**src/rtl/pcsp_pkg.sv**
```systemverilog
// ----------------------------------------------------------------------------
// pcsp_pkg: shared types and constants of the port command stream parser
// Command codes, parse phases, result kinds and the argument count table.
// ----------------------------------------------------------------------------
package pcsp_pkg;

    localparam int BYTE_W = 8;
    localparam int CODE_W = 5;
    localparam int ARG_N  = 3;

    // commands with a special role
    localparam logic [CODE_W-1:0] CMD_LOOPBACK  = 5'd2;
    localparam logic [CODE_W-1:0] CMD_TX        = 5'd16;
    localparam logic [CODE_W-1:0] CMD_XFER      = 5'd18;
    localparam logic [CODE_W-1:0] CMD_SPI_ON    = 5'd10;
    localparam logic [CODE_W-1:0] CMD_PWM_CYCLE = 5'd28;
    localparam logic [CODE_W-1:0] CMD_DAC_WRITE = 5'd25;

    typedef enum logic [1:0] {
        PH_CMD = 2'd0,
        PH_ARG = 2'd1,
        PH_PAY = 2'd2,
        PH_ERR = 2'd3
    } t_phase;

    typedef enum logic [1:0] {
        KIND_CMD     = 2'd0,
        KIND_PAYLOAD = 2'd1,
        KIND_ERROR   = 2'd2
    } t_item_kind;

    typedef struct packed {
        logic       known;
        logic [1:0] count;
    } t_arg_info;

    // argument count per command byte; codes above 31 are unknown
    function automatic t_arg_info arg_lookup(input logic [BYTE_W-1:0] b);
        t_arg_info info;
        info.known = 1'b1;
        info.count = 2'd1;
        if (b[7:5] != 3'd0) begin
            info.known = 1'b0;
            info.count = 2'd0;
        end else begin
            unique case (b[4:0])
                5'd0, 5'd1, 5'd11, 5'd13, 5'd15, 5'd20:
                    info.count = 2'd0;
                5'd14, CMD_DAC_WRITE:
                    info.count = 2'd2;
                CMD_SPI_ON, 5'd27, CMD_PWM_CYCLE:
                    info.count = 2'd3;
                5'd9, 5'd29, 5'd30, 5'd31: begin
                    info.known = 1'b0;
                    info.count = 2'd0;
                end
                default:
                    info.count = 2'd1;
            endcase
        end
        return info;
    endfunction

    function automatic logic has_payload(input logic [CODE_W-1:0] code);
        return (code == CMD_LOOPBACK) || (code == CMD_TX) || (code == CMD_XFER);
    endfunction

endpackage

```
**src/rtl/pcsp_in_if.sv**
```systemverilog
// ----------------------------------------------------------------------------
// pcsp_in_if: command byte channel
// Valid/ready channel that carries one host stream byte per request.
// ----------------------------------------------------------------------------
interface pcsp_in_if;

    logic                          valid;
    logic                          ready;
    logic [pcsp_pkg::BYTE_W-1:0]   stream_byte;

    modport source (output valid, output stream_byte, input ready);
    modport sink   (input valid, input stream_byte, output ready);

endinterface

```
**src/rtl/pcsp_out_if.sv**
```systemverilog
// ----------------------------------------------------------------------------
// pcsp_out_if: decoded item channel
// Valid/ready channel that carries one decoded command, payload or error.
// ----------------------------------------------------------------------------
interface pcsp_out_if;

    logic                          valid;
    logic                          ready;
    pcsp_pkg::t_item_kind          item_kind;
    logic [pcsp_pkg::CODE_W-1:0]   command_code;
    logic [pcsp_pkg::BYTE_W-1:0]   first_arg;
    logic [pcsp_pkg::BYTE_W-1:0]   second_arg;
    logic [pcsp_pkg::BYTE_W-1:0]   third_arg;
    logic [pcsp_pkg::BYTE_W-1:0]   payload_data;
    logic                          payload_last;

    modport source (
        output valid, output item_kind, output command_code,
        output first_arg, output second_arg, output third_arg,
        output payload_data, output payload_last,
        input  ready
    );
    modport sink (
        input  valid, input item_kind, input command_code,
        input  first_arg, input second_arg, input third_arg,
        input  payload_data, input payload_last,
        output ready
    );

endinterface

```
**src/rtl/port_command_stream_parser_top.sv**
```systemverilog
// ----------------------------------------------------------------------------
// port_command_stream_parser_top: host command stream parser
// Decodes command bytes, collects arguments and passes payload bytes through.
// ----------------------------------------------------------------------------
// A result is registered: it is valid in the cycle after the byte that causes it is accepted.
// Throughput: one byte per cycle while the sink takes results; the phase/counter update and table lookup
// sit between the state registers and the single result register.
// Ready drops only while the result register holds an item the sink stalls.
// Reset (i_rst_n low, synchronous) returns to the command phase and clears
// the sticky error, the stored arguments and the result valid flag.
module port_command_stream_parser_top (
    input  logic              i_clk,
    input  logic              i_rst_n,
    pcsp_in_if.sink           i_in,
    pcsp_out_if.source        o_out
);

    // parse state
    pcsp_pkg::t_phase                r_phase, n_phase;
    logic [pcsp_pkg::CODE_W-1:0]     r_cmd, n_cmd;
    logic [1:0]                      r_args_left, n_args_left;
    logic [1:0]                      r_arg_pos, n_arg_pos;
    logic [pcsp_pkg::BYTE_W-1:0]     r_arg [pcsp_pkg::ARG_N];
    logic [pcsp_pkg::BYTE_W-1:0]     n_arg [pcsp_pkg::ARG_N];
    logic [pcsp_pkg::BYTE_W-1:0]     r_pay_left, n_pay_left;

    // result register
    logic                            r_out_valid, n_out_valid;
    pcsp_pkg::t_item_kind            r_out_kind, n_out_kind;
    logic [pcsp_pkg::CODE_W-1:0]     r_out_cmd, n_out_cmd;
    logic [pcsp_pkg::BYTE_W-1:0]     r_out_arg [pcsp_pkg::ARG_N];
    logic [pcsp_pkg::BYTE_W-1:0]     n_out_arg [pcsp_pkg::ARG_N];
    logic [pcsp_pkg::BYTE_W-1:0]     r_out_data, n_out_data;
    logic                            r_out_last, n_out_last;

    logic                            w_in_ready;
    logic                            w_accept;
    logic [pcsp_pkg::BYTE_W-1:0]     w_byte;
    pcsp_pkg::t_arg_info             w_info;

    // handshake: take a byte whenever the result slot is free or draining
    assign w_in_ready = !r_out_valid || o_out.ready;
    assign w_accept   = i_in.valid && w_in_ready;
    assign w_byte     = i_in.stream_byte;
    assign w_info     = pcsp_pkg::arg_lookup(w_byte);
    assign i_in.ready = w_in_ready;

    // next state and result
    always_comb begin
        n_phase     = r_phase;
        n_cmd       = r_cmd;
        n_args_left = r_args_left;
        n_arg_pos   = r_arg_pos;
        n_arg       = r_arg;
        n_pay_left  = r_pay_left;
        n_out_valid = r_out_valid && !o_out.ready;
        n_out_kind  = r_out_kind;
        n_out_cmd   = r_out_cmd;
        n_out_arg   = r_out_arg;
        n_out_data  = r_out_data;
        n_out_last  = r_out_last;

        if (w_accept) begin
            n_out_kind = pcsp_pkg::KIND_CMD;
            n_out_data = '0;
            n_out_last = 1'b0;
            unique case (r_phase)
                pcsp_pkg::PH_CMD: begin
                    n_arg       = '{default: '0};
                    n_arg_pos   = 2'd0;
                    n_cmd       = w_byte[pcsp_pkg::CODE_W-1:0];
                    n_args_left = w_info.count;
                    n_pay_left  = '0;
                    if (!w_info.known) begin
                        n_phase     = pcsp_pkg::PH_ERR;
                        n_out_valid = 1'b1;
                        n_out_kind  = pcsp_pkg::KIND_ERROR;
                    end else if (w_info.count == 2'd0) begin
                        // no arguments: decoded at once, no payload length
                        n_phase     = pcsp_pkg::PH_CMD;
                        n_out_valid = 1'b1;
                    end else begin
                        n_phase = pcsp_pkg::PH_ARG;
                    end
                end
                pcsp_pkg::PH_ARG: begin
                    for (int i = 0; i < pcsp_pkg::ARG_N; i++) begin
                        if (r_arg_pos == i[1:0]) begin
                            n_arg[i] = w_byte;
                        end
                    end
                    n_arg_pos   = r_arg_pos + 2'd1;
                    n_args_left = (r_args_left != 2'd0) ? r_args_left - 2'd1 : 2'd0;
                    if (n_args_left == 2'd0 || r_arg_pos == 2'd2) begin
                        n_args_left = 2'd0;
                        n_out_valid = 1'b1;
                        if (pcsp_pkg::has_payload(r_cmd) && n_arg[0] != '0) begin
                            n_pay_left = n_arg[0];
                            n_phase    = pcsp_pkg::PH_PAY;
                        end else begin
                            n_pay_left = '0;
                            n_phase    = pcsp_pkg::PH_CMD;
                        end
                    end
                end
                pcsp_pkg::PH_PAY: begin
                    n_pay_left  = (r_pay_left != '0) ? r_pay_left - 8'd1 : '0;
                    n_out_valid = 1'b1;
                    n_out_kind  = pcsp_pkg::KIND_PAYLOAD;
                    n_out_data  = w_byte;
                    n_out_last  = (n_pay_left == '0);
                    if (n_pay_left == '0) begin
                        n_phase = pcsp_pkg::PH_CMD;
                    end
                end
                pcsp_pkg::PH_ERR: begin
                    // sticky: bytes are swallowed until reset
                    n_out_valid = 1'b0;
                end
                default: begin
                    n_phase = pcsp_pkg::PH_ERR;
                end
            endcase
            n_out_cmd = n_cmd;
            n_out_arg = n_arg;
        end
    end

    // control state
    always_ff @(posedge i_clk) begin
        if (!i_rst_n) begin
            r_phase     <= pcsp_pkg::PH_CMD;
            r_cmd       <= '0;
            r_args_left <= 2'd0;
            r_arg_pos   <= 2'd0;
            r_arg       <= '{default: '0};
            r_pay_left  <= '0;
            r_out_valid <= 1'b0;
        end else begin
            r_phase     <= n_phase;
            r_cmd       <= n_cmd;
            r_args_left <= n_args_left;
            r_arg_pos   <= n_arg_pos;
            r_arg       <= n_arg;
            r_pay_left  <= n_pay_left;
            r_out_valid <= n_out_valid;
        end
    end

    // result payload
    always_ff @(posedge i_clk) begin
        r_out_kind <= n_out_kind;
        r_out_cmd  <= n_out_cmd;
        r_out_arg  <= n_out_arg;
        r_out_data <= n_out_data;
        r_out_last <= n_out_last;
    end

    assign o_out.valid        = r_out_valid;
    assign o_out.item_kind    = r_out_kind;
    assign o_out.command_code = r_out_cmd;
    assign o_out.first_arg    = r_out_arg[0];
    assign o_out.second_arg   = r_out_arg[1];
    assign o_out.third_arg    = r_out_arg[2];
    assign o_out.payload_data = r_out_data;
    assign o_out.payload_last = r_out_last;

    // checks
    a_err_sticky: assert property (@(posedge i_clk) disable iff (!i_rst_n)
        r_phase == pcsp_pkg::PH_ERR |=> r_phase == pcsp_pkg::PH_ERR)
        else $error("error phase left without reset");

    a_pay_count: assert property (@(posedge i_clk) disable iff (!i_rst_n)
        r_phase == pcsp_pkg::PH_PAY |-> r_pay_left != '0)
        else $error("payload phase with zero bytes remaining");

    a_arg_count: assert property (@(posedge i_clk) disable iff (!i_rst_n)
        r_phase == pcsp_pkg::PH_ARG |-> r_args_left != 2'd0 && r_arg_pos != 2'd3)
        else $error("argument phase with nothing to collect");

    a_pay_item: assert property (@(posedge i_clk) disable iff (!i_rst_n)
        w_accept && r_phase == pcsp_pkg::PH_PAY |=>
            r_out_valid && r_out_kind == pcsp_pkg::KIND_PAYLOAD)
        else $error("payload byte did not produce a payload item");

    a_unknown: assert property (@(posedge i_clk) disable iff (!i_rst_n)
        w_accept && r_phase == pcsp_pkg::PH_CMD && !w_info.known |=>
            r_phase == pcsp_pkg::PH_ERR && r_out_valid &&
            r_out_kind == pcsp_pkg::KIND_ERROR)
        else $error("unknown command not flagged");

endmodule

```
**src/flat_wrapper.sv**
```systemverilog
// flat-port wrapper written by rule: the top's interface ports become plain ports
module port_command_stream_parser_top_flat 
  (i_clk, i_rst_n, i_in_valid, i_in_stream_byte, i_in_ready, o_out_valid, o_out_item_kind, o_out_command_code, o_out_first_arg, o_out_second_arg, o_out_third_arg, o_out_payload_data, o_out_payload_last, o_out_ready);
  pcsp_in_if i_in_i ();
  pcsp_out_if o_out_i ();
  input  logic i_clk;
  input  logic i_rst_n;
  input wire logic [$bits(i_in_i.valid)-1:0] i_in_valid;
  input wire logic [$bits(i_in_i.stream_byte)-1:0] i_in_stream_byte;
  output wire logic [$bits(i_in_i.ready)-1:0] i_in_ready;
  output wire logic [$bits(o_out_i.valid)-1:0] o_out_valid;
  output wire logic [$bits(o_out_i.item_kind)-1:0] o_out_item_kind;
  output wire logic [$bits(o_out_i.command_code)-1:0] o_out_command_code;
  output wire logic [$bits(o_out_i.first_arg)-1:0] o_out_first_arg;
  output wire logic [$bits(o_out_i.second_arg)-1:0] o_out_second_arg;
  output wire logic [$bits(o_out_i.third_arg)-1:0] o_out_third_arg;
  output wire logic [$bits(o_out_i.payload_data)-1:0] o_out_payload_data;
  output wire logic [$bits(o_out_i.payload_last)-1:0] o_out_payload_last;
  input wire logic [$bits(o_out_i.ready)-1:0] o_out_ready;
  assign i_in_i.valid = i_in_valid;
  assign i_in_i.stream_byte = i_in_stream_byte;
  assign i_in_ready = i_in_i.ready;
  assign o_out_valid = o_out_i.valid;
  assign o_out_item_kind = o_out_i.item_kind;
  assign o_out_command_code = o_out_i.command_code;
  assign o_out_first_arg = o_out_i.first_arg;
  assign o_out_second_arg = o_out_i.second_arg;
  assign o_out_third_arg = o_out_i.third_arg;
  assign o_out_payload_data = o_out_i.payload_data;
  assign o_out_payload_last = o_out_i.payload_last;
  assign o_out_i.ready = o_out_ready;
  port_command_stream_parser_top u_core (.i_clk(i_clk), .i_rst_n(i_rst_n), .i_in(i_in_i), .o_out(o_out_i));
endmodule
```
**config.mk**
```make
export PLATFORM = sky130hd
export DESIGN_NAME = port_command_stream_parser_top_flat
export DESIGN_NICKNAME = d
export VERILOG_FILES = /design/src/rtl/pcsp_pkg.sv /design/src/rtl/pcsp_in_if.sv /design/src/rtl/pcsp_out_if.sv /design/src/rtl/port_command_stream_parser_top.sv /design/src/flat_wrapper.sv
export SDC_FILE = /design/constraint.sdc
export NUM_CORES = 1
export LEC_CHECK = 0
export BUFFER_PORTS_ARGS = -buffer_cell sky130_fd_sc_hd__buf_2
export CORE_MARGIN = 2
export CORE_UTILIZATION = 60
export CTS_BUF_LIST = sky130_fd_sc_hd__clkbuf_2 sky130_fd_sc_hd__clkbuf_4 sky130_fd_sc_hd__clkbuf_8
export CTS_CLUSTER_DIAMETER = 50
export DETAILED_ROUTE_END_ITERATION = 8
export PLACE_DENSITY = 0.81
export SLEW_MARGIN = 25
export SYNTH_ARGS = -nofsm -noshare
export SYNTH_HDL_FRONTEND = slang
export SYNTH_SLANG_ARGS = --single-unit
```
**constraint.sdc**
```tcl
create_clock -name i_clk -period 2.8 [get_ports i_clk]
set_input_delay 0.42 -clock i_clk [delete_from_list [all_inputs] [get_ports i_clk]]
set_output_delay 0.42 -clock i_clk [all_outputs]
set_load 0.02 [all_outputs]
```
### Word-level counts from Yosys, hierarchy flattened

Cells that the tools add are included.

* output and inout port bits: 42
* bits of input ports: 12
* word-level logic and storage cells: 102
* register bits: 84

* muxes and demuxes: 31
* equal/unequal tests: 24
* add/sub/neg operators: 3
* reductions and logical operators: 28

Operators with widths (count)
* 2-to-1 mux 8 bit: 8
* case mux 24 bit (2 select lines): 1
* equality test 5 bit, second input constant: 9
* equality test 5 x 4 -> 1 bit, second input constant: 6
* case mux 8 bit (3 select lines): 1
* nonzero test 8 bit: 2
* 2-to-1 mux 2 bit: 7
* case mux 2 bit (2 select lines): 3
* case mux 2 bit (3 select lines): 2
* OR reduction 10 bit: 1
* zero test 2 bit: 4
* zero test 8 bit: 1
* subtractor 8 x 1 -> 8 bit, second input constant: 1
* equality test 2 bit, second input constant: 3
* 2-to-1 mux 1 bit: 6
* nonzero test 3 bit: 2
* equality test 5 x 1 -> 1 bit, second input constant: 1
* equality test 5 x 2 -> 1 bit, second input constant: 1
* zero test 5 bit: 1
* 2-to-1 mux 5 bit: 1
* equality test 2 x 1 -> 1 bit, second input constant: 2
* logical OR 1 bit: 4
* inequality test 2 x 1 -> 1 bit, second input constant: 2
* case mux 1 bit (4 select lines): 1
* other kinds (12): 16

### Depth between registers and ports, before layout

Gate-level depths: netlist of run 1.

* depth in word-level cells: 9
* mapped depth: 9
* mapped depth without buffers: 7

### Least setup slack after synthesis of run 1

No wires, ideal clock.

* path kind: in2reg
* start point: in o_out_ready
* end point: reg u_core.r_out_cmd (netlist bit u_core.o_out.command_code[0]) (enable)
* buffers on the path: 1
* setup time: 420 ps
* arrival time: 2346 ps
* slack: 34 ps
* cell stages on the path: 4
* cell sequence: nand2b_1 > nand2_1 > inv_1 > clkbuf_1

* longest elaborated chain between the ends: 2

Ends and longest elaborated chain
* from (decl): line flat_wrapper.sv:19 `input wire logic [$bits(o_out_i.ready)-1:0] o_out_ready;`
* logical OR 1 bit: line port_command_stream_parser_top.sv:42 `assign w_in_ready = !r_out_valid || o_out.ready;`
* logical AND 1 bit: line port_command_stream_parser_top.sv:43 `assign w_accept = i_in.valid && w_in_ready;`
* named net u_core.w_accept: line port_command_stream_parser_top.sv:37 `logic w_accept;`
* to (signal assigned): line port_command_stream_parser_top.sv:153 `r_out_cmd <= n_out_cmd;`
* to (decl): line port_command_stream_parser_top.sv:30 `logic [pcsp_pkg::CODE_W-1:0] r_out_cmd, n_out_cmd;`

The timed path passes the listed nets, and every way through them passes these cells.
A chain may end at the register's enable or synchronous reset.

### Final worst setup path of run 1

* start point: reg u_core.r_pay_left[0] (netlist name)
* end point: reg u_core.r_pay_left[5] (netlist name)

* longest elaborated chain between the ends: 3

Ends and longest elaborated chain
* from (decl): line port_command_stream_parser_top.sv:25 `logic [pcsp_pkg::BYTE_W-1:0] r_pay_left, n_pay_left;`
* from (signal assigned): line port_command_stream_parser_top.sv:145 `r_pay_left <= n_pay_left;`
* subtractor 8 x 1 -> 8 bit / nonzero test 8 bit (equally long branches): line port_command_stream_parser_top.sv:107 `n_pay_left = (r_pay_left != '0) ? r_pay_left - 8'd1 : '0;`
* 2-to-1 mux 8 bit *: line port_command_stream_parser_top.sv:107
* case mux 8 bit (3 select lines) *: line port_command_stream_parser_top.sv:67 `unique case (r_phase)`

Every way passes the cells marked *; elsewhere a longest branch is shown, timed or not.

==> qor.txt, run 1 <==
==========================================================================================
Setup violators final                                                                    0
Total grt overflow                                                                       0
Fraction of synthesis flops using an asynchronous set or reset pin                      0%
Number of synthesized flops with an enable pin                                          40
Total negative slack for setup checks                                                 0 ps
Worst R2R Start                                                               u_core.r_pay_left[0]
Synth Area in XOR/XNOR                                                              0.439%
Slew Limit Fails                                                                         0
Worst-path maximum fanout                                                                6
Worst R2R Path Depth                                                                     7
DRC errors left                                                                          0
Net count of the mapped netlist                                                        422
Area of the multi-input gates                                                   1730 sq um
Data arrival time of the critical path                                             2360 ps
Leading register cell type out of synthesis                                   sky130_fd_sc_hd__dfxtp_1
Kind of end point of the critical path                                                flop
Routed wire length per instance                                               17.0 microns
Synth Cell Area                                                                 3990 sq um
Total clock sinks                                                                       84
Die outline area                                                                7320 sq um
Final std cells w/o fill                                                               531
TritonRoute pass-1 iters                                                                 5
Highest clock frequency the design can meet                                      0.472 GHz
Post-synthesis share of cell area spent on and, or, nand and nor gates               18.9%
Number of buffers created by CTS                                                         9
Headroom to the max-slew limit                                                       54.3%
Number of DRC markers after the initial detailed-route iteration                       369
CTS tree                                                                              done
CTS Buffer Depth                                                                         2
Count of antenna-violating nets left after detailed routing                              0
Skew-Pair Late Insertion Delay                                                      370 ps
Final critical-path share of the clock period                                        75.7%
Boundary Pins                                                                           54
FP Rows                                                                                 29
Number of vias per cell after detailed routing                                        6.13
First-pass GRT wire length                                                    14,500 microns
Root cell of the clock tree                                                   sky130_fd_sc_hd__clkbuf_8
Total Routing Usage GR                                                               25.4%
R2R Path End                                                                  u_core.r_pay_left[5]
Max-cap violations                                                                       0
Antenna violations before repair                                                         0
DP HPWL                                                                       5980 microns
Die width                                                                     85.6 microns
Number of register bits inferred by synthesis                                           84
Initial Util                                                                         62.5%
Launching element type of the critical path                                           flop
Launch instance of the worst min-delay path                                        i_rst_n
Std-Cell Core Area                                                              6390 sq um
Setup slack of the worst register-to-register path                                  680 ps
Total number of yosys warnings                                                           0
Share of the synthesized area in compound gates (AO/OA/AOI/OAI)                      17.5%
Port Buffer Count                                                                       53
Final Util                                                                           70.7%
FILL cells                                                                             490
Average footprint of a synthesized cell                                         9.93 sq um
Number of placed instances, taps included                                              515
RSZ-0062 raised after global routing                                                 false
Number of distinct library cells after synthesis                                        55
Worst-case vdd ir drop                                                          0.000759 V
Signed area change from the synthesized netlist to the final layout                  13.0%
Hold crit path type                                                           primary input to flop
Worst-case clock skew                                                              11.1 ps
Min setup slack post-route                                                          681 ps
Weighted congestion at the end of routability-driven global placement                0.877
Count of buffers added by post-CTS timing repair for setup                               0
Vert. Die Dim                                                                 85.6 microns
Multiplexer fraction of the synthesized cell area                                    3.95%
Vias                                                                                 3,253
Final-stage net count                                                                  469
Number of global-route vias before repair                                            2,953
Crit path required time                                                            3040 ps
Leak                                                                               1.89 nW
Count of instances resized after the clock tree is built                                 0
Destination of the critical timing path                                       u_core.r_pay_left[5]
Hold violation total from the final report                                               0
Clock edge transition at the registers on the reported setup and hold paths          90 ps
Setup WS pre-CTS                                                                    718 ps
Post-synthesis sequential area ratio                                                 52.1%
Run status                                                                    finished, final reports clean
Diode count                                                                              0
Power Dens Cells                                                               860 nW/um^2
Startpoint of the worst setup timing path                                     u_core.r_pay_left[0]
Kind of critical path                                                         flop to flop
Wirelength, routed                                                            9050 microns
CTS Hold Bufs                                                                            0
Maximum number of pins on one net before global-route repair                            52
FF/Latch Area                                                                   2080 sq um
Fin crit period                                                                    2120 ps
Power after layout                                                               0.00388 W
Maximum level of the CTS H-tree                                                          3
Adder-cell share of the synthesized area                                             2.51%
Fraction of layout instances using a drive strength above 1                          20.5%
Cells after synthesis                                                                  402
Largest family of logic cells by synthesized area                             simple AND/OR/NAND/NOR gates
Tightest Pin Transition                                                             680 ps
==========================================================================================
## cell usage after synthesis, types with 2 or more instances
master,instances,share of area [%]
sky130_fd_sc_hd__nor4b_1,3,0.66
sky130_fd_sc_hd__o21ai_0,8,1.0
sky130_fd_sc_hd__nand4b_1,2,0.44
sky130_fd_sc_hd__o21bai_1,2,0.38
sky130_fd_sc_hd__clkbuf_1,22,2.1
sky130_fd_sc_hd__mux2_2,6,1.7
sky130_fd_sc_hd__a211oi_1,6,1.1
sky130_fd_sc_hd__a22o_1,20,4.4
sky130_fd_sc_hd__nand4_1,2,0.31
sky130_fd_sc_hd__a31oi_1,3,0.47
sky130_fd_sc_hd__ha_1,8,2.5
sky130_fd_sc_hd__nand2_1,28,2.6
sky130_fd_sc_hd__mux2i_1,9,2.3
sky130_fd_sc_hd__nand3b_1,4,0.75
sky130_fd_sc_hd__o21a_1,2,0.38
sky130_fd_sc_hd__and2_1,12,1.9
sky130_fd_sc_hd__nand2b_1,2,0.31
sky130_fd_sc_hd__o22ai_1,5,0.78
sky130_fd_sc_hd__inv_1,16,1.5
sky130_fd_sc_hd__a22oi_1,7,1.3
sky130_fd_sc_hd__a32o_1,8,2.0
sky130_fd_sc_hd__or3b_2,2,0.44
sky130_fd_sc_hd__a21o_1,6,1.1
sky130_fd_sc_hd__a21oi_1,16,2.0
sky130_fd_sc_hd__dfxtp_1,44,22
sky130_fd_sc_hd__nand3_1,4,0.50
sky130_fd_sc_hd__nor2_1,65,6.1
sky130_fd_sc_hd__edfxtp_1,40,30
sky130_fd_sc_hd__nor3_1,22,2.8
sky130_fd_sc_hd__nor4_1,3,0.47
## cell usage in the layout, fill, tap and decap left out, drive strengths merged, types with 9 or more instances in the layout
cell     n
nand2   28
a22o    20
nor3    22
and2    12
clkbuf   9
mux2i    9
buf     62
inv     18
o21ai    9
dfxtp   44
edfxtp  40
nor2    65
a21oi   16
## registers in the layout (all words and copies together) (netlist names)
register and cells:
u_core.o_out.command_code 5, u_core.o_out.first_arg 8, u_core.o_out.item_kind 2, u_core.o_out.payload_data 8, u_core.o_out.payload_last 1, u_core.o_out.second_arg 8
u_core.o_out.third_arg 8, u_core.o_out.valid 1, u_core.r_arg 24, u_core.r_arg_pos 2, u_core.r_args_left 2, u_core.r_cmd 5
u_core.r_pay_left 8, u_core.r_phase 2
## through the flow
step	hold slack (ps)	instance area, sq um
floorplan	447	3990
finish	376	4510
global placement	455	4310
CTS	362	4510
detailed placement	470	4310
global route	389	4510
## metal layers
metal | global-route usage [%] | part of all wire (%) | up-vias
met5 | 0 | 0 | -
met4 | 8.80 | 1.4 | 0
met3 | 5.68 | 7.3 | 13
met2 | 38.7 | 47 | 154
met1 | 36.0 | 45 | 1522
li1 | - | - | 1564
## how the worst min path moves through the flow
stage | to | slack (ps) | depth (start not counted)
final | u_core.r_pay_left[1] | 380 | 2
after global routing | u_core.r_pay_left[1] | 390 | 2
after CTS | u_core.r_pay_left[1] | 360 | 2
after detailed placement | u_core.r_cmd[2] | 470 | 2
after global placement | u_core.r_cmd[2] | 450 | 2
after floorplan | u_core.r_cmd[2] | 450 | 2
## worst max-delay path: stages (launching register included)
cell and delay, ps:
sky130_fd_sc_hd__dfxtp_1 340, sky130_fd_sc_hd__inv_1 80, sky130_fd_sc_hd__ha_1 260, sky130_fd_sc_hd__or4b_4 520, sky130_fd_sc_hd__o21a_1 250, sky130_fd_sc_hd__a31o_2 260
sky130_fd_sc_hd__a22oi_1 190, sky130_fd_sc_hd__o22ai_1 90
## area by class of cell
| class | count | area share, % |
|---|---|---|
| Clock inverter | 7 | 1.64 |
| Inverter | 17 | 1.41 |
| Sequential cell | 84 | 46.1 |
| Timing Repair Buffer | 62 | 7.65 |
| Tap cell | 77 | 2.14 |
| Clock buffer | 9 | 2.75 |
| Multi-Input combinational cell | 275 | 38.3 |
## kinds of logic (layout without fill, tap and decap cells)
kind of cell / Yosys count / count (layout)
AND/OR/NAND/NOR: 156 / 156
flip-flops: 84 / 84
XOR/XNOR: 2 / 2
AO/OA/AOI/OAI: 94 / 94
buffers and inverters: 43 / 95
adder cells (fa/ha/maj): 8 / 8
multiplexers: 15 / 15
## power by group
| part | internal [W] | total [W] | leakage [nW] | switching [W] |
|---|---|---|---|---|
| combinational | 0.000503 | 0.00138 | 1.02 | 0.000876 |
| clock | 0.000417 | 0.000884 | 0.100 | 0.000467 |
| sequential | 0.00153 | 0.00162 | 0.765 | 0.0000867 |
| total | 0.00245 | 0.00388 | 1.89 | 0.00143 |
Note: power is estimated with default switching activity, not from simulation.
==> inputs of run 2 (changes only) <==
==> constraint.sdc (replaced) <==
create_clock -name i_clk -period 1.96 [get_ports i_clk]
set_input_delay 0.294 -clock i_clk [delete_from_list [all_inputs] [get_ports i_clk]]
set_output_delay 0.294 -clock i_clk [all_outputs]
set_load 0.02 [all_outputs]
==> run 2 against run 1 <==
  * Worst setup slack worse by 650 ps
  * Largest cell class unchanged
  * Via count increased by 4.1%
  * Design area grew 5.2%
  * Global-route usage rose by 0.86 points
  * Sequential cell count is the same
  * Fmax up 10%
  * Wire length is 5.0% higher
  * Core utilization is 3.7 points higher
  * Clock skew is 5.0 ps lower
  * Critical path depth did not move
  * Worst hold slack lost 110 ps
  * Largest power group unchanged
==> qor.txt, run 2 (synthesis gave the netlist of run 1 again) <==
==========================================================================================
Run status                                                                    finished, final reports clean
Worst-case clock skew                                                              6.12 ps
Kind of end point of the critical path                                                flop
FP Rows                                                                                 29
CTS tree                                                                              done
Total grt overflow                                                                       0
Skew-Pair Late Insertion Delay                                                      350 ps
Most common cell after layout, fill and taps aside                            sky130_fd_sc_hd__nor2_1
DP HPWL                                                                       6270 microns
Met2 layer wire length in the routed design                                   4560 microns
Min setup slack post-route                                                         36.0 ps
Die outline area                                                                7320 sq um
Vias                                                                                 3,387
Headroom to the max-slew limit                                                       67.3%
Final critical-path share of the clock period                                        98.2%
Launching element type of the critical path                                           flop
CTS Hold Bufs                                                                            0
Fraction of layout instances using a drive strength above 1                          27.2%
Highest clock frequency the design can meet                                      0.520 GHz
Worst-path maximum fanout                                                                6
Clock edge transition at the registers on the reported setup and hold paths          90 ps
Count of buffers added by post-CTS timing repair for setup                               0
TritonRoute pass-1 iters                                                                 8
Maximum level of the CTS H-tree                                                          3
Max-cap violations                                                                       0
Total negative slack for setup checks                                                 0 ps
Std-Cell Core Area                                                              6390 sq um
Detailed-route wire length on metal 1                                         3970 microns
Routed wire length per instance                                               17.1 microns
First-pass GRT wire length                                                    15,000 microns
Final Util                                                                           74.4%
Setup violators final                                                                    0
Hold crit path type                                                           primary input to flop
Port Buffer Count                                                                       53
Final-stage net count                                                                  493
Die width                                                                     85.6 microns
Number of vias per cell after detailed routing                                        6.10
Total Routing Usage GR                                                               26.2%
Crit path required time                                                            2200 ps
DRC errors left                                                                          0
Number of DRC markers after the initial detailed-route iteration                       303
Power after layout                                                               0.00562 W
Data arrival time of the critical path                                             2170 ps
Leak                                                                               2.01 nW
Number of placed instances, taps included                                              539
Vert. Die Dim                                                                 85.6 microns
Total clock sinks                                                                       84
Diode count                                                                              0
Setup WS pre-CTS                                                                  -7.73 ps
Detail Route met3 WL                                                           707 microns
Kind of critical path                                                         flop to flop
Maximum number of pins on one net before global-route repair                            58
Initial Util                                                                         62.5%
Hold violation total from the final report                                               0
Number of buffers created by CTS                                                         9
Count of antenna-violating nets left after detailed routing                              0
Weighted congestion at the end of routability-driven global placement                0.951
Slew Limit Fails                                                                         0
Biggest register                                                              u_core.r_arg
Signed area change from the synthesized netlist to the final layout                  18.9%
Flip-flop count of the largest register, all copies and words added                     24
CTS Buffer Depth                                                                         2
Final std cells w/o fill                                                               555
Power Dens Cells                                                              1180 nW/um^2
Fin crit period                                                                    1920 ps
Wirelength, routed                                                            9510 microns
Tightest Pin Transition                                                             488 ps
Boundary Pins                                                                           54
Antenna violations before repair                                                         0
Root cell of the clock tree                                                   sky130_fd_sc_hd__clkbuf_8
FILL cells                                                                             450
Top layer in use                                                                      met4
Commonest cells after routing, fill and taps aside                            sky130_fd_sc_hd__nor2_1 (65), sky130_fd_sc_hd__buf_2 (53), sky130_fd_sc_hd__dfxtp_1 (41)
Number of global-route vias before repair                                            3,051
Worst-case vdd ir drop                                                          0.000746 V
==========================================================================================
-- run 2: cell count changes in the layout (fill, tap and decap cells not counted), moves of 3 or more --
cell,previous run,this run
sky130_fd_sc_hd__buf_4,8,31
sky130_fd_sc_hd__dfxtp_1,44,41
sky130_fd_sc_hd__dfxtp_2,0,3
sky130_fd_sc_hd__ha_1,8,5
-- run 2: layout make-up --
class / count / area, sq um / area share [%]
sequential: 84 / 2090 / 43.9
clock buffer: 9 / 124 / 2.61
multi-input combinational: 275 / 1790 / 37.7
timing repair buffer: 86 / 529 / 11.1
clock inverter: 7 / 57.6 / 1.21
inverter: 17 / 63.8 / 1.34
tap: 77 / 96.3 / 2.03
-- run 2: path summary, 6_finish.rpt --
check                    endpoint  slack (ps)  cells after the start                  from
max          u_core.r_pay_left[5]          40                      7  u_core.r_pay_left[1]
min          u_core.r_pay_left[1]         260                      2               i_rst_n
max reg2reg  u_core.r_pay_left[5]          40                      7  u_core.r_pay_left[1]
min reg2reg       u_core.r_cmd[0]         480                      2       u_core.r_cmd[0]
-- run 2: repair_timing --
action                                  CTS  global route
resized for setup                         2            17
endpoints found under the setup margin    3            26
endpoints found under the hold margin     0             0
pin swaps                                 1             9
-- run 2: layer usage --
metal	up-vias	track usage, %
met5	-	0
met4	0	12.7
met3	26	4.14
met2	168	40.4
met1	1593	36.4
li1	1600	-
-- run 2: report_power, final --
group | internal (W) | switching [W] | total (W) | leakage [nW]
clock | 0.000478 | 0.000684 | 0.00116 | 0.0847
combinational | 0.000847 | 0.00130 | 0.00215 | 1.16
sequential | 0.00219 | 0.000122 | 0.00231 | 0.766
-- run 2: worst max-delay path, stage by stage (launching register included) --
cell                      delay [ps]
sky130_fd_sc_hd__dfxtp_2         340
sky130_fd_sc_hd__inv_2            70
sky130_fd_sc_hd__ha_4            130
sky130_fd_sc_hd__or4b_4          520
sky130_fd_sc_hd__o21a_4          260
sky130_fd_sc_hd__a31o_4          230
sky130_fd_sc_hd__a22oi_2         160
sky130_fd_sc_hd__o22ai_1         110
-- run 2: stage by stage --
stage               cell area, sq um  hold slack, ps
CTS                             4690             259
global placement                4490             454
floorplan                       4000             447
finish                          4750             261
global route                    4750             271
detailed placement              4490             467
==> inputs of run 3 (changes only) <==
--- a/config.mk
+++ b/config.mk
@@ -7,12 +7,11 @@
 export LEC_CHECK = 0
 export BUFFER_PORTS_ARGS = -buffer_cell sky130_fd_sc_hd__buf_2
 export CORE_MARGIN = 2
-export CORE_UTILIZATION = 60
+export CORE_UTILIZATION = 54
 export CTS_BUF_LIST = sky130_fd_sc_hd__clkbuf_2 sky130_fd_sc_hd__clkbuf_4 sky130_fd_sc_hd__clkbuf_8
 export CTS_CLUSTER_DIAMETER = 50
 export DETAILED_ROUTE_END_ITERATION = 8
-export PLACE_DENSITY = 0.81
-export SLEW_MARGIN = 25
+export PLACE_DENSITY = 0.77
 export SYNTH_ARGS = -nofsm -noshare
 export SYNTH_HDL_FRONTEND = slang
 export SYNTH_SLANG_ARGS = --single-unit
==> constraint.sdc (replaced) <==
create_clock -name i_clk -period 1.7 [get_ports i_clk]
set_input_delay 0.255 -clock i_clk [delete_from_list [all_inputs] [get_ports i_clk]]
set_output_delay 0.255 -clock i_clk [all_outputs]
set_load 0.02 [all_outputs]
==> run 3 against run 2 <==
  * The run now ends with setup timing left
  * Die area rose by 11%
  * Non-clock buffer count rose by 42
  * Sequential cell count did not move
  * Via count rose by 5.3%
  * Sequential share of layout area fell by 4.1 points
  * Fmax rose by 1.7%
  * Total power rose by 27%
  * Worst setup slack got worse by 230 ps
  * Count of clock-buffer cells in the layout rose by 1
  * Core utilization fell by 1.7 points
  * Sequential power rose by 15%
  * Critical path type unchanged
  * Highest routed layer unchanged
==> qor.txt, run 3 (synthesis gave the netlist of run 1 again) <==
==========================================================================================
Min setup slack post-route                                                         -191 ps
Number of buffers created by CTS                                                         9
Worst-path maximum fanout                                                                6
Number of vias per cell after detailed routing                                        5.76
Flip-flop count of the largest register, all copies and words added                     24
Hold violation total from the final report                                               0
Clock edge transition at the registers on the reported setup and hold paths          80 ps
Family of cells with the greatest summed delay on the critical path           simple AND/OR/NAND/NOR gates
Antenna violations before repair                                                         0
Std-Cell Core Area                                                              7210 sq um
Wirelength, routed                                                            10,100 microns
CTS Hold Bufs                                                                            0
Violated checks                                                               setup timing
Total clock sinks                                                                       84
Crit path required time                                                            2000 ps
Total grt overflow                                                                       0
Slew Limit Fails                                                                         0
Setup slack of the worst register-to-register path                                 -190 ps
Diode count                                                                              0
Worst-case vdd ir drop                                                          0.000823 V
Weighted congestion at the end of routability-driven global placement                0.848
Run status                                                                    finished with violations
Vias                                                                                 3,566
Root cell of the clock tree                                                   sky130_fd_sc_hd__clkbuf_8
FP Rows                                                                                 31
Worst R2R Path Depth                                                                     7
Launching element type of the critical path                                           flop
TritonRoute pass-1 iters                                                                 5
Worst-case clock skew                                                              11.6 ps
Data arrival time of the critical path                                             2190 ps
Signed area change from the synthesized netlist to the final layout                  31.3%
Leak                                                                               2.26 nW
Global-route track usage on met3                                                     5.28%
Biggest register                                                              u_core.r_arg
Maximum level of the CTS H-tree                                                          3
Total Routing Usage GR                                                               25.1%
Post-Route Hold Slack                                                               230 ps
Final Util                                                                           72.7%
Final-stage net count                                                                  535
Fin crit period                                                                    1890 ps
Count of antenna-violating nets left after detailed routing                              0
CP peak stage delay                                                                 500 ps
Highest clock frequency the design can meet                                      0.529 GHz
Die width                                                                     90.0 microns
Slowest stage cell on the critical path                                       sky130_fd_sc_hd__or4b_4
Power after layout                                                               0.00712 W
Depth of the worst hold-timing path                                                      2
Skew-Pair Late Insertion Delay                                                      370 ps
Number of global-route vias before repair                                            3,293
Maximum number of pins on one net before global-route repair                            38
Logic depth of the worst path, buffers included                                          7
Vert. Die Dim                                                                 90.0 microns
Number of placed instances, taps included                                              593
Boundary Pins                                                                           54
DP HPWL                                                                       6990 microns
Total negative slack for setup checks                                             -1130 ps
Worst path buffer plus inverter count                                                    1
Power Dens Cells                                                              1360 nW/um^2
Fraction of layout instances using a drive strength above 1                          37.5%
Max-cap violations                                                                       0
Initial Util                                                                         55.3%
Commonest cells after routing, fill and taps aside                            sky130_fd_sc_hd__buf_4 (67), sky130_fd_sc_hd__nor2_1 (59), sky130_fd_sc_hd__buf_2 (54)
Tightest Pin Transition                                                             442 ps
First-pass GRT wire length                                                    16,100 microns
Routed wire length per instance                                               16.4 microns
Met2 Track Usage GR                                                                  40.9%
Global-route track usage on met1                                                     33.7%
Final std cells w/o fill                                                               619
Most common cell after layout, fill and taps aside                            sky130_fd_sc_hd__buf_4
Setup violators final                                                                   11
CTS tree                                                                              done
RSZ-0062 raised after global routing                                                  true
DRC errors left                                                                          0
Kind of critical path                                                         flop to flop
Number of DRC markers after the initial detailed-route iteration                       235
Final critical-path share of the clock period                                         111%
Cells along the critical path                                                 inv_2, ha_4, or4b_4, or4b_1, nand2_1, a22o_1, a32o_1
Hold crit path type                                                           primary input to flop
Top Usage Layer GRT                                                                   met2
CTS Buffer Depth                                                                         2
Headroom to the max-slew limit                                                       70.4%
Port Buffer Count                                                                       53
Kind of end point of the critical path                                                flop
Die outline area                                                                8100 sq um
==========================================================================================
## run 3: changes by cell type in the layout (fill, tap and decap cells not counted), sizes merged
cell      before  now
buf           86  128
clkbuf         9   10
clkinvlp       3    2
inv           20   19
bufinv         0    1
## run 3: metrics by stage
stage,setup slack [ps],instance area (sq um)
6_report,-191,5240
5_1_grt,-250,5240
4_1_cts,-179,5060
3_5_place_dp,-188,4800
3_3_place_gp,-119,4800
2_1_floorplan,-110,4040
## run 3: power breakdown
part | leakage (nW) | switching, W | internal (W)
combinational | 1.39 | 0.00166 | 0.00132
sequential | 0.767 | 0.000132 | 0.00252
clock | 0.0969 | 0.000769 | 0.000708
## run 3: worst paths after layout
| kind | startpoint | to |
|---|---|---|
| hold / removal | i_rst_n | u_core.r_pay_left[1] |
| hold reg to reg | u_core.r_cmd[0] | u_core.r_cmd[0] |
| setup / recovery | u_core.r_pay_left[1] | u_core.r_pay_left[6] |
| setup reg to reg | u_core.r_pay_left[1] | u_core.r_pay_left[6] |
## run 3: final cells by class
class	count	area (sq um)
clock buffer	10	131
clock inverter	6	71.3
fill	534	1970
inverter	17	63.8
multi-input combinational	275	1890
sequential	84	2090
tap	99	124
timing repair buffer	128	873
## run 3: repair_timing
item / in CTS / in global routing
buffers inserted: 2 / 7
setup endpoints to repair: 33 / 25
resized for setup: 11 / 32
pin swaps: 4 / 16
cloned: 0 / 1
hold endpoints to repair: 0 / 0
## run 3: layer usage
metal	vias to the layer above	routed length, microns
met5	-	0
met4	0	126
met3	13	650
met2	129	4920
met1	1723	4430
li1	1701	-
